## config.mk

```make
export PLATFORM = sky130hd
export DESIGN_NAME = stamped_ring_fifo
export DESIGN_NICKNAME = d
export VERILOG_FILES = /design/src/sv/srf_pkg.sv /design/src/sv/stamped_ring_fifo.sv /design/src/sv/srf_ctrl.sv /design/src/sv/srf_mem.sv
export SDC_FILE = /design/constraint.sdc
export NUM_CORES = 2
export LEC_CHECK = 0
export BUFFER_PORTS_ARGS = -buffer_cell sky130_fd_sc_hd__buf_2
export CAP_MARGIN = 20
export CORE_ASPECT_RATIO = 1.2
export CORE_MARGIN = 2
export CORE_UTILIZATION = 31
export DETAILED_ROUTE_END_ITERATION = 6
export GPL_TIMING_DRIVEN = 0
export PLACE_DENSITY = 0.47
export SETUP_SLACK_MARGIN = 0.5
export SYNTH_ARGS = -nofsm -noshare
export SYNTH_HDL_FRONTEND = slang
export SYNTH_HIERARCHICAL = 1
export SYNTH_SLANG_ARGS = --single-unit
```

## constraint.sdc

```tcl
create_clock -name clk_i -period 15 [get_ports clk_i]
set_input_delay 2.25 -clock clk_i [delete_from_list [all_inputs] [get_ports clk_i]]
set_output_delay 2.25 -clock clk_i [all_outputs]
set_load 0.1 [all_outputs]
```

## src/sv/srf_pkg.sv

```systemverilog
// Shared types and constants of the stamped ring FIFO.
// No dependencies; imported by every module of the block.
package srf_pkg;

  localparam int DEPTH_DEF   = 16;
  localparam int SLICE_W     = 32;
  localparam int SEQ_W       = 32;
  localparam int STAMP_W     = 64;
  localparam int OCC_W       = 5;
  localparam int OVF_W       = 32;
  localparam int REQ_W       = 3;
  localparam int IN_TDATA_W  = 96;
  localparam int IN_TUSER_W  = 4;
  localparam int OUT_TDATA_W = 168;
  localparam int OUT_TUSER_W = 1;

  typedef enum logic [REQ_W-1:0] {
    REQ_PUSH  = 3'd0,
    REQ_TAKE  = 3'd1,
    REQ_PEEK  = 3'd2,
    REQ_DROP  = 3'd3,
    REQ_CLEAR = 3'd4
  } req_e;

  typedef struct packed {
    logic [STAMP_W-1:0] stamp;
    logic [SEQ_W-1:0]   seq;
    logic [SLICE_W-1:0] slice;
  } entry_t;

  typedef struct packed {
    logic             ok;
    logic             hit;
    logic [OCC_W-1:0] occupancy;
    logic             is_empty;
    logic             is_full;
    logic [OVF_W-1:0] overflow_total;
  } status_t;

endpackage

```

## src/sv/stamped_ring_fifo.sv

```systemverilog
// Top level of the stamped ring FIFO: input register, control, store, result.
// Depends on srf_pkg, srf_ctrl and srf_mem.
//
// Requests arrive on the s_axis channel: tdata carries slice_handle and
// stamp_ns, tuser carries req_type and slice_valid. Each request yields one
// result on the m_axis channel: tdata carries the head entry and the status
// after the request, tuser carries ok.
// A request accepted at one clock edge is held in the input register until
// the result register can advance; at that edge pointers move, the store is
// written and the head entry is read, and its result is valid after it.
// While results are taken, one request is taken every cycle; the rate is set
// by the single store access and pointer update per request.
// Reset empties the ring and clears the sequence number and the overflow
// count; entries are not cleared and reach the result only once written.
// When the receiver stalls, the result register holds and the input
// register fills; the channel then stops taking requests until the result
// is taken.
module stamped_ring_fifo #(
  parameter int DEPTH = srf_pkg::DEPTH_DEF
) (
  input  logic                            clk_i,
  input  logic                            rst_ni,
  input  logic                            s_axis_tvalid,
  output logic                            s_axis_tready,
  // [31:0] slice_handle, [95:32] stamp_ns
  input  logic [srf_pkg::IN_TDATA_W-1:0]  s_axis_tdata,
  // [2:0] req_type, [3] slice_valid
  input  logic [srf_pkg::IN_TUSER_W-1:0]  s_axis_tuser,
  output logic                            m_axis_tvalid,
  input  logic                            m_axis_tready,
  // [31:0] out_slice, [63:32] out_sequence, [127:64] out_stamp_ns,
  // [132:128] occupancy, [133] is_empty, [134] is_full,
  // [166:135] overflow_total, [167] zero
  output logic [srf_pkg::OUT_TDATA_W-1:0] m_axis_tdata,
  // [0] ok
  output logic [srf_pkg::OUT_TUSER_W-1:0] m_axis_tuser
);
  import srf_pkg::*;

  localparam int ADDR_W = $clog2(DEPTH);

  logic               in_valid_q;
  req_e               in_req_q;
  logic               in_flag_q;
  logic [SLICE_W-1:0] in_slice_q;
  logic [STAMP_W-1:0] in_stamp_q;
  logic               out_valid_q;
  logic               adv, fire;
  logic               wr_en;
  logic [ADDR_W-1:0]  wr_slot, rd_slot;
  logic [SEQ_W-1:0]   wr_seq;
  entry_t             wr_data, rd_data, head;
  status_t            status;

  assign adv           = ~out_valid_q | m_axis_tready;
  assign fire          = in_valid_q & adv;
  assign s_axis_tready = ~in_valid_q | adv;

  always_ff @(posedge clk_i or negedge rst_ni) begin
    if (!rst_ni) begin
      in_valid_q  <= 1'b0;
      out_valid_q <= 1'b0;
    end else begin
      if (s_axis_tready) in_valid_q <= s_axis_tvalid;
      if (adv) out_valid_q <= in_valid_q;
    end
  end

  always_ff @(posedge clk_i) begin
    if (s_axis_tvalid && s_axis_tready) begin
      in_req_q   <= req_e'(s_axis_tuser[REQ_W-1:0]);
      in_flag_q  <= s_axis_tuser[REQ_W];
      in_slice_q <= s_axis_tdata[SLICE_W-1:0];
      in_stamp_q <= s_axis_tdata[SLICE_W+STAMP_W-1:SLICE_W];
    end
  end

  srf_ctrl #(
    .DEPTH (DEPTH),
    .ADDR_W(ADDR_W)
  ) u_ctrl (
    .clk_i        (clk_i),
    .rst_ni       (rst_ni),
    .fire_i       (fire),
    .req_i        (in_req_q),
    .slice_valid_i(in_flag_q),
    .wr_en_o      (wr_en),
    .wr_slot_o    (wr_slot),
    .rd_slot_o    (rd_slot),
    .wr_seq_o     (wr_seq),
    .status_o     (status)
  );

  assign wr_data = '{stamp: in_stamp_q, seq: wr_seq, slice: in_slice_q};

  srf_mem #(
    .DEPTH (DEPTH),
    .ADDR_W(ADDR_W)
  ) u_mem (
    .clk_i    (clk_i),
    .wr_en_i  (wr_en),
    .wr_slot_i(wr_slot),
    .wr_data_i(wr_data),
    .rd_en_i  (fire),
    .rd_slot_i(rd_slot),
    .rd_data_o(rd_data)
  );

  assign head          = status.hit ? rd_data : '0;
  assign m_axis_tvalid = out_valid_q;
  assign m_axis_tuser  = status.ok;
  assign m_axis_tdata  = {1'b0, status.overflow_total, status.is_full, status.is_empty,
                          status.occupancy, head.stamp, head.seq, head.slice};

endmodule

```

## src/sv/srf_ctrl.sv

```systemverilog
// Pointer, sequence and overflow control of the stamped ring FIFO.
// Depends on srf_pkg; drives the entry store and the registered status.
module srf_ctrl #(
  parameter int DEPTH  = srf_pkg::DEPTH_DEF,
  parameter int ADDR_W = $clog2(DEPTH)
) (
  input  logic                    clk_i,
  input  logic                    rst_ni,
  input  logic                    fire_i,
  input  srf_pkg::req_e           req_i,
  input  logic                    slice_valid_i,
  output logic                    wr_en_o,
  output logic [ADDR_W-1:0]       wr_slot_o,
  output logic [ADDR_W-1:0]       rd_slot_o,
  output logic [srf_pkg::SEQ_W-1:0] wr_seq_o,
  output srf_pkg::status_t        status_o
);
  import srf_pkg::*;

  localparam int CNT_W = $clog2(DEPTH + 1);

  logic [ADDR_W-1:0] wslot_q, wslot_d, rslot_q, rslot_d;
  logic              wwrap_q, wwrap_d, rwrap_q, rwrap_d;
  logic [SEQ_W-1:0]  seq_q, seq_d;
  logic [OVF_W-1:0]  ovf_q, ovf_d;
  status_t           status_q, status_d;
  logic [CNT_W-1:0]  level_now, level_next;
  logic [OCC_W+CNT_W-1:0] level_wide;
  logic              push_en;

  function automatic logic [CNT_W-1:0] fill_level(input logic [ADDR_W-1:0] ws,
                                                  input logic wwp,
                                                  input logic [ADDR_W-1:0] rs,
                                                  input logic rwp);
    logic [CNT_W:0] t;
    if (wwp == rwp) begin
      t = (CNT_W+1)'(ws) - (CNT_W+1)'(rs);
    end else begin
      t = (CNT_W+1)'(DEPTH) + (CNT_W+1)'(ws) - (CNT_W+1)'(rs);
    end
    return t[CNT_W-1:0];
  endfunction

  assign level_now = fill_level(wslot_q, wwrap_q, rslot_q, rwrap_q);

  always_comb begin
    wslot_d  = wslot_q;
    wwrap_d  = wwrap_q;
    rslot_d  = rslot_q;
    rwrap_d  = rwrap_q;
    seq_d    = seq_q;
    ovf_d    = ovf_q;
    push_en  = 1'b0;
    status_d = '0;
    unique case (req_i) inside
      REQ_PUSH: begin
        if (slice_valid_i) begin
          if (level_now == CNT_W'(DEPTH)) begin
            if (ovf_q != '1) ovf_d = ovf_q + 1'b1;
          end else begin
            push_en     = 1'b1;
            status_d.ok = 1'b1;
            seq_d       = seq_q + 1'b1;
            if (wslot_q == ADDR_W'(DEPTH - 1)) begin
              wslot_d = '0;
              wwrap_d = ~wwrap_q;
            end else begin
              wslot_d = wslot_q + 1'b1;
            end
          end
        end
      end
      REQ_TAKE, REQ_PEEK, REQ_DROP: begin
        if (level_now != '0) begin
          status_d.ok  = 1'b1;
          status_d.hit = (req_i != REQ_DROP);
          if (req_i != REQ_PEEK) begin
            if (rslot_q == ADDR_W'(DEPTH - 1)) begin
              rslot_d = '0;
              rwrap_d = ~rwrap_q;
            end else begin
              rslot_d = rslot_q + 1'b1;
            end
          end
        end
      end
      REQ_CLEAR: begin
        wslot_d     = '0;
        wwrap_d     = 1'b0;
        rslot_d     = '0;
        rwrap_d     = 1'b0;
        seq_d       = '0;
        ovf_d       = '0;
        status_d.ok = 1'b1;
      end
      default: begin
      end
    endcase
    level_next              = fill_level(wslot_d, wwrap_d, rslot_d, rwrap_d);
    level_wide              = {{OCC_W{1'b0}}, level_next};
    status_d.occupancy      = level_wide[OCC_W-1:0];
    status_d.is_empty       = (level_next == '0);
    status_d.is_full        = (level_next == CNT_W'(DEPTH));
    status_d.overflow_total = ovf_d;
  end

  always_ff @(posedge clk_i or negedge rst_ni) begin
    if (!rst_ni) begin
      wslot_q  <= '0;
      wwrap_q  <= 1'b0;
      rslot_q  <= '0;
      rwrap_q  <= 1'b0;
      seq_q    <= '0;
      ovf_q    <= '0;
      status_q <= '0;
    end else if (fire_i) begin
      wslot_q  <= wslot_d;
      wwrap_q  <= wwrap_d;
      rslot_q  <= rslot_d;
      rwrap_q  <= rwrap_d;
      seq_q    <= seq_d;
      ovf_q    <= ovf_d;
      status_q <= status_d;
    end
  end

  assign wr_en_o   = fire_i & push_en;
  assign wr_slot_o = wslot_q;
  assign rd_slot_o = rslot_q;
  assign wr_seq_o  = seq_q;
  assign status_o  = status_q;

endmodule

```

## src/sv/srf_mem.sv

```systemverilog
// Entry store of the stamped ring FIFO: one write port, one registered read.
// Depends on srf_pkg for the entry layout.
module srf_mem #(
  parameter int DEPTH  = srf_pkg::DEPTH_DEF,
  parameter int ADDR_W = $clog2(DEPTH)
) (
  input  logic              clk_i,
  input  logic              wr_en_i,
  input  logic [ADDR_W-1:0] wr_slot_i,
  input  srf_pkg::entry_t   wr_data_i,
  input  logic              rd_en_i,
  input  logic [ADDR_W-1:0] rd_slot_i,
  output srf_pkg::entry_t   rd_data_o
);
  import srf_pkg::*;

  entry_t mem_q [DEPTH];
  entry_t rd_data_q;

  always_ff @(posedge clk_i) begin
    if (wr_en_i) mem_q[wr_slot_i] <= wr_data_i;
    if (rd_en_i) rd_data_q <= mem_q[rd_slot_i];
  end

  assign rd_data_o = rd_data_q;

endmodule

```

# Yosys cells after proc, flatten, opt, wreduce, memory -nomap -nowiden
# Memory sizes are Yosys's and may differ from the RTL's. A register that Yosys moved wholly into a read port is not among the register bits.
# Cells that the tools add are included.
# totals
register_bits	185
ramBits	2048
input_bits	104
out_inout_bits	171
elab_cells	95
n_memories	1
# memory_table
memory	depth	width	rd	rd_ports_with_merged_regs	write_ports	line_no	source
u_mem.mem_q	16	128	1	1	1	srf_mem.sv:17	entry_t mem_q [DEPTH];
# op_classes
n_addsub	10
eq_ne	17
n_mux	34
n_bitwise	8
n_reduce_logical	8
# op_table
op	n
32-bit 2-to-1 mux	5
128-bit 2-to-1 mux	1
32-bit one-hot mux with 2 select lines	2
32-bit by 1-bit adder with 32-bit output (second input constant)	2
32-bit inequality test (second input constant)	1
4-bit 2-to-1 mux	6
4-bit one-hot mux with 2 select lines	2
1-bit 2-to-1 mux	12
5-bit by 4-bit adder with 5-bit output (first input constant)	2
5-bit equality test (second input constant)	2
5-bit 2-to-1 mux	2
4-bit by 4-bit subtractor with 5-bit output	2
5-bit by 4-bit subtractor with 5-bit output	2
4-bit by 1-bit adder with 4-bit output (second input constant)	2
4-bit equality test (second input constant)	2
2-bit inequality test (second input constant)	4
3-bit by 2-bit equality test with 1-bit output (second input constant)	2
3-bit by 2-bit inequality test with 1-bit output (second input constant)	2
5-bit zero test	1
5-bit AND reduction	1
5-bit nonzero test	1
1-bit NOT	4
1-bit one-hot mux with 2 select lines	2
4-bit AND reduction	1
other kinds (11)	14

# Depth between registers and ports, before layout
# logic_depth
depth_word	11
depth_mapped	20
depth_no_buf	20

# Cells and area by module
# The synthesis kept the hierarchy.
# modules_own_cells
module	n_inst	cells_each	area_per_inst_um2
srf_mem	1	3349	80765.0
srf_ctrl	1	552	5079.9
stamped_ring_fifo	1	252	4091.4

# Worst setup path after synthesis
# OpenSTA, ideal clock, no wires.
# synth_path
path_type	input to register
startpoint	input m_axis_tready
endpoint	memory u_mem/mem_q[0][0] (netlist bit), enable pin
setup_ps	772
arrival_time_ps	15575
required_ps	14228
path_slack_ps	-1347
path_stages	9
path_buffers	1
cell_sequence	nand2b_1 -> and2_1 -> inv_1 -> nor2_1 -> buf_2 -> nand2_1 -> nor2_1 -> or3b_2 -> nor3_1
# synth_via
elab_chain_len	5
# synth_rtl
element	line_no	source
start, declared	stamped_ring_fifo.sv:30	input logic m_axis_tready,
1-bit OR	stamped_ring_fifo.sv:55	assign adv = ~out_valid_q | m_axis_tready;
1-bit bitwise AND	stamped_ring_fifo.sv:56	assign fire = in_valid_q & adv;
via fire	stamped_ring_fifo.sv:48	logic adv, fire;
1-bit bitwise AND	srf_ctrl.sv:127	assign wr_en_o = fire_i & push_en;
via wr_en	stamped_ring_fifo.sv:49	logic wr_en;
1-bit 2-to-1 mux	srf_mem.sv:21	if (wr_en_i) mem_q[wr_slot_i] <= wr_data_i;
1-bit 2-to-1 mux (implied by the code)	srf_mem.sv:21	
end, declared	srf_mem.sv:17	
# The timed path passes the listed nets, and every way through them passes these cells.

# Final worst setup path
# layout_path
startpoint	input m_axis_tready
endpoint	memory u_mem/mem_q[4][97] (netlist bit), enable pin
# Same word-level chain as after synthesis.

==> qor.csv <==
stage,metric,value,unit
logic_synthesis,netlist_area,89940,um^2
global_route,overflow,0,
layout,regArea,70470,um^2
global_route,antenna_found_initial,14,
routing,wl,258500,um
power,pwr-share-comb,0.248,
setup_path,r2r.worst_path.cells,19,
sta,setup-tns-final,0,ns
clocking,cts_tree,built,
clocking,cts_buffers,245,
sta,fmax,173.8,MHz
die,start_util,0.3116,
die,ios,275,
sta,slew_headroom,0.2439,
logic_synthesis,yosysTopAreaCellShare,0.7599,
clocking,h-tree-depth,4,
power,p_seq_frac,0.421,
setup_path,crit_type,input pin to register,
layout,nets,4939,
logic_synthesis,synthCells,4153,
sta,finalHoldViolations,0,
power,total_power,0.01819,W
layout,instances_no_fill,8832,
clocking,cts_setup_buffers,0,
die,core_area,288600,um^2
sta,worst_pin_slew,1.134,ns
run_status,status,finished clean,
setup_path,critPathArrivalTime,6.32,ns
routing,wl_per_cell,29.26,um
clocking,hold_buffers,0,
setup_path,setup.worst_path.end_class,register,
clocking,cts_root_buf,clkbuf_16,
power,switching_power,0.005595,W
setup_path,worstPathRequired,15.57,ns
layout,syn_to_final_growth,19.32,%
routing,initialDrtViolationCount,4298,
sta,final_max_slew_viol_count,0,
routing,drc_errors,0,
worst_hold_path,worst_hold_path_type,register to register,
logic_synthesis,synth.area.top_cells,"edfxtp_1, mux4_2, dfrtp_1, a22oi_1, mux2_2",
logic_synthesis,synth-edff-count,2276,
setup_path,cp-start-kind,input pin,
clocking,clk_pin_slew,0.06,ns
setup_path,r2r-start,u_ctrl/wr_slot_o[0],
logic_synthesis,ys_seq_elements,2361,
logic_synthesis,syn_nets,4271,
power,intPower,0.01259,W
sta,clock_skew,0.03696,ns
global_route,grt_pass1_wl,360000,um
sta,post-route-min-period,5.753,ns
global_route,grt_use_total,0.1731,
setup_path,crit_start,m_axis_tready,
power,peakVddDrop,0.1282,mV
placed_design,dp.cells,8389,
logic_synthesis,ys_types,75,
layout,layout_common_cells,"edfxtp_1, mux4_2, buf_2",
setup_path,r2r_slack,9.29,ns
routing,viasPerCell,5.026,
setup_path,crit_fanout,24,
layout,drive_above_1_share,0.3052,
sta,min_period_over_period,0.3836,
power,switching_share,0.3076,
routing,first_pass_iters,7,
clocking,clk_path_buf_depth,4,
die,fp.dieW,495.7,um
die,die-area,294500,um^2
power,pwr-share-clk,0.331,
logic_synthesis,syn_area_per_cell,21.66,um^2
placed_design,place_hpwl,169100,um
placed_design,place_congestion,0.7399,
clocking,cts.repair.resized,0,
setup_path,endpoint,u_mem/mem_q[4][97],
die,core.rowCount,216,
logic_synthesis,ys_seq_area_frac,0.7836,
layout,fin_util,0.3718,
placed_design,port_buffers,273,
sta,rsz0062_at_grt,false,
clocking,clk_latency,0.91,ns
die,die_y,594.0,um
setup_path,reg2reg_to,u_ctrl/status_o[38],
logic_synthesis,synthArstFlopShare,0.03600,
logic_synthesis,yosysTopAreaCell,edfxtp_1,
logic_synthesis,ys.flop_type,edfxtp_1,
power,power_leakage,34.72,nW
global_route,grt_pass1_vias,46480,
logic_synthesis,ys_warn_count,6,
flow_run,maxCapViolCount,0,
clocking,clkSinkCount,2361,
layout,layout_commonest_cell,edfxtp_1,
sta,setup_viol,0,
power,powerDensity,169.5,nW/um^2
layout,nFillCells,26510,
routing,ant_nets,0,
global_route,grt_max_degree,54,
layout,multi_input_comb_area,18310,um^2
routing,vias,44390,
## stage by stage
step                      area, um^2  setup WS (ns)  hold WS [ns]
after floorplan                89960          2.112        0.4490
after global placement         96100         -11.78        0.4654
after detailed placement       99470          8.309        0.4713
after CTS                     107300          9.255        0.4975
after global routing          107300          8.893        0.5254
final                         107300          9.247        0.4956
## flip-flops by register name (all words and copies together) (netlist names), 3 cells and up
signal and cells:
in_req_q 3, in_slice_q 32, in_stamp_q 64, u_ctrl/rd_slot_o 4
u_ctrl/status_o 41, u_ctrl/wr_seq_o 32, u_ctrl/wr_slot_o 4, u_mem/mem_q 2048
u_mem/rd_data_o 128
## cells in the mapped netlist, drive strengths merged, types with 41 or more instances
master  instances
and2          137
mux2           62
mux4          482
nand2         138
edfxtp       2276
nor2           88
clkbuf         87
buf           133
o21ai          41
dfrtp          85
a22oi         222
xnor2          44
## worst max-delay path, stage by stage
cell and delay [ns]:
buf_2 0.08, nand2b_1 0.11, and2_4 0.48, inv_1 0.17, nor2_1 0.21, buf_2 0.26
nand2_1 0.13, nor2_1 0.45, nand3b_1 0.46, nor3_4 0.85, buf_16 0.24, buf_8 0.22
buf_8 0.18, buf_8 0.19
## power groups by stage
stage	logic (W)	registers, W	clock network [W]
finish	0.00451	0.00766	0.00601
global route	0.00477	0.00769	0.00641
CTS	0.00462	0.00766	0.00617
detailed placement	0.00461	0.00780	0
global placement	0.00454	0.00782	0
floorplan	0.00288	0.00782	0
## cell type report
class	count	share of cell area
well taps	3815	0.04448
repair buffers	421	0.04287
diodes	7	0.0001632
multi-input cells	1552	0.1706
clock buffers	293	0.05986
clock inverters	143	0.01302
inverters	20	0.0006996
flip-flops and latches	2361	0.6567
plain buffers	220	0.01158
## logic make-up after synthesis
family / Yosys count / synth area share
buffers and inverters: 240 / 0.01447
adders and majority gates: 14 / 0.002115
other: 1 / 0.00004170
muxes: 567 / 0.1310
xor gates and xnor gates: 54 / 0.005259
and+or+nand+nor: 545 / 0.03331
AOI/OAI and AO/OA: 371 / 0.03020
DFF: 2361 / 0.7836
## worst min-delay path by stage
stage	startpoint	endpoint	slack, ns	depth (start not counted)
2_1_floorplan	in_valid_q	m_axis_tvalid	0.45	1
3_3_place_gp	in_valid_q	m_axis_tvalid	0.47	1
3_5_place_dp	u_ctrl/status_o[40]	u_ctrl/status_o[40]	0.47	1
4_1_cts	u_ctrl/status_o[40]	u_ctrl/status_o[40]	0.50	1
5_1_grt	u_ctrl/status_o[37]	u_ctrl/status_o[37]	0.53	1
6_report	u_ctrl/status_o[40]	u_ctrl/status_o[40]	0.50	1
## metal layers
metal | GRT usage | vias to the layer above | share of wire
met5 | 0 | - | 0
met4 | 0.05121 | 0 | 0.028
met3 | 0.02504 | 341 | 0.047
met2 | 0.2917 | 1132 | 0.50
met1 | 0.2315 | 24280 | 0.43
li1 | - | 18630 | -
Note: power is estimated with default switching activity, not from simulation.
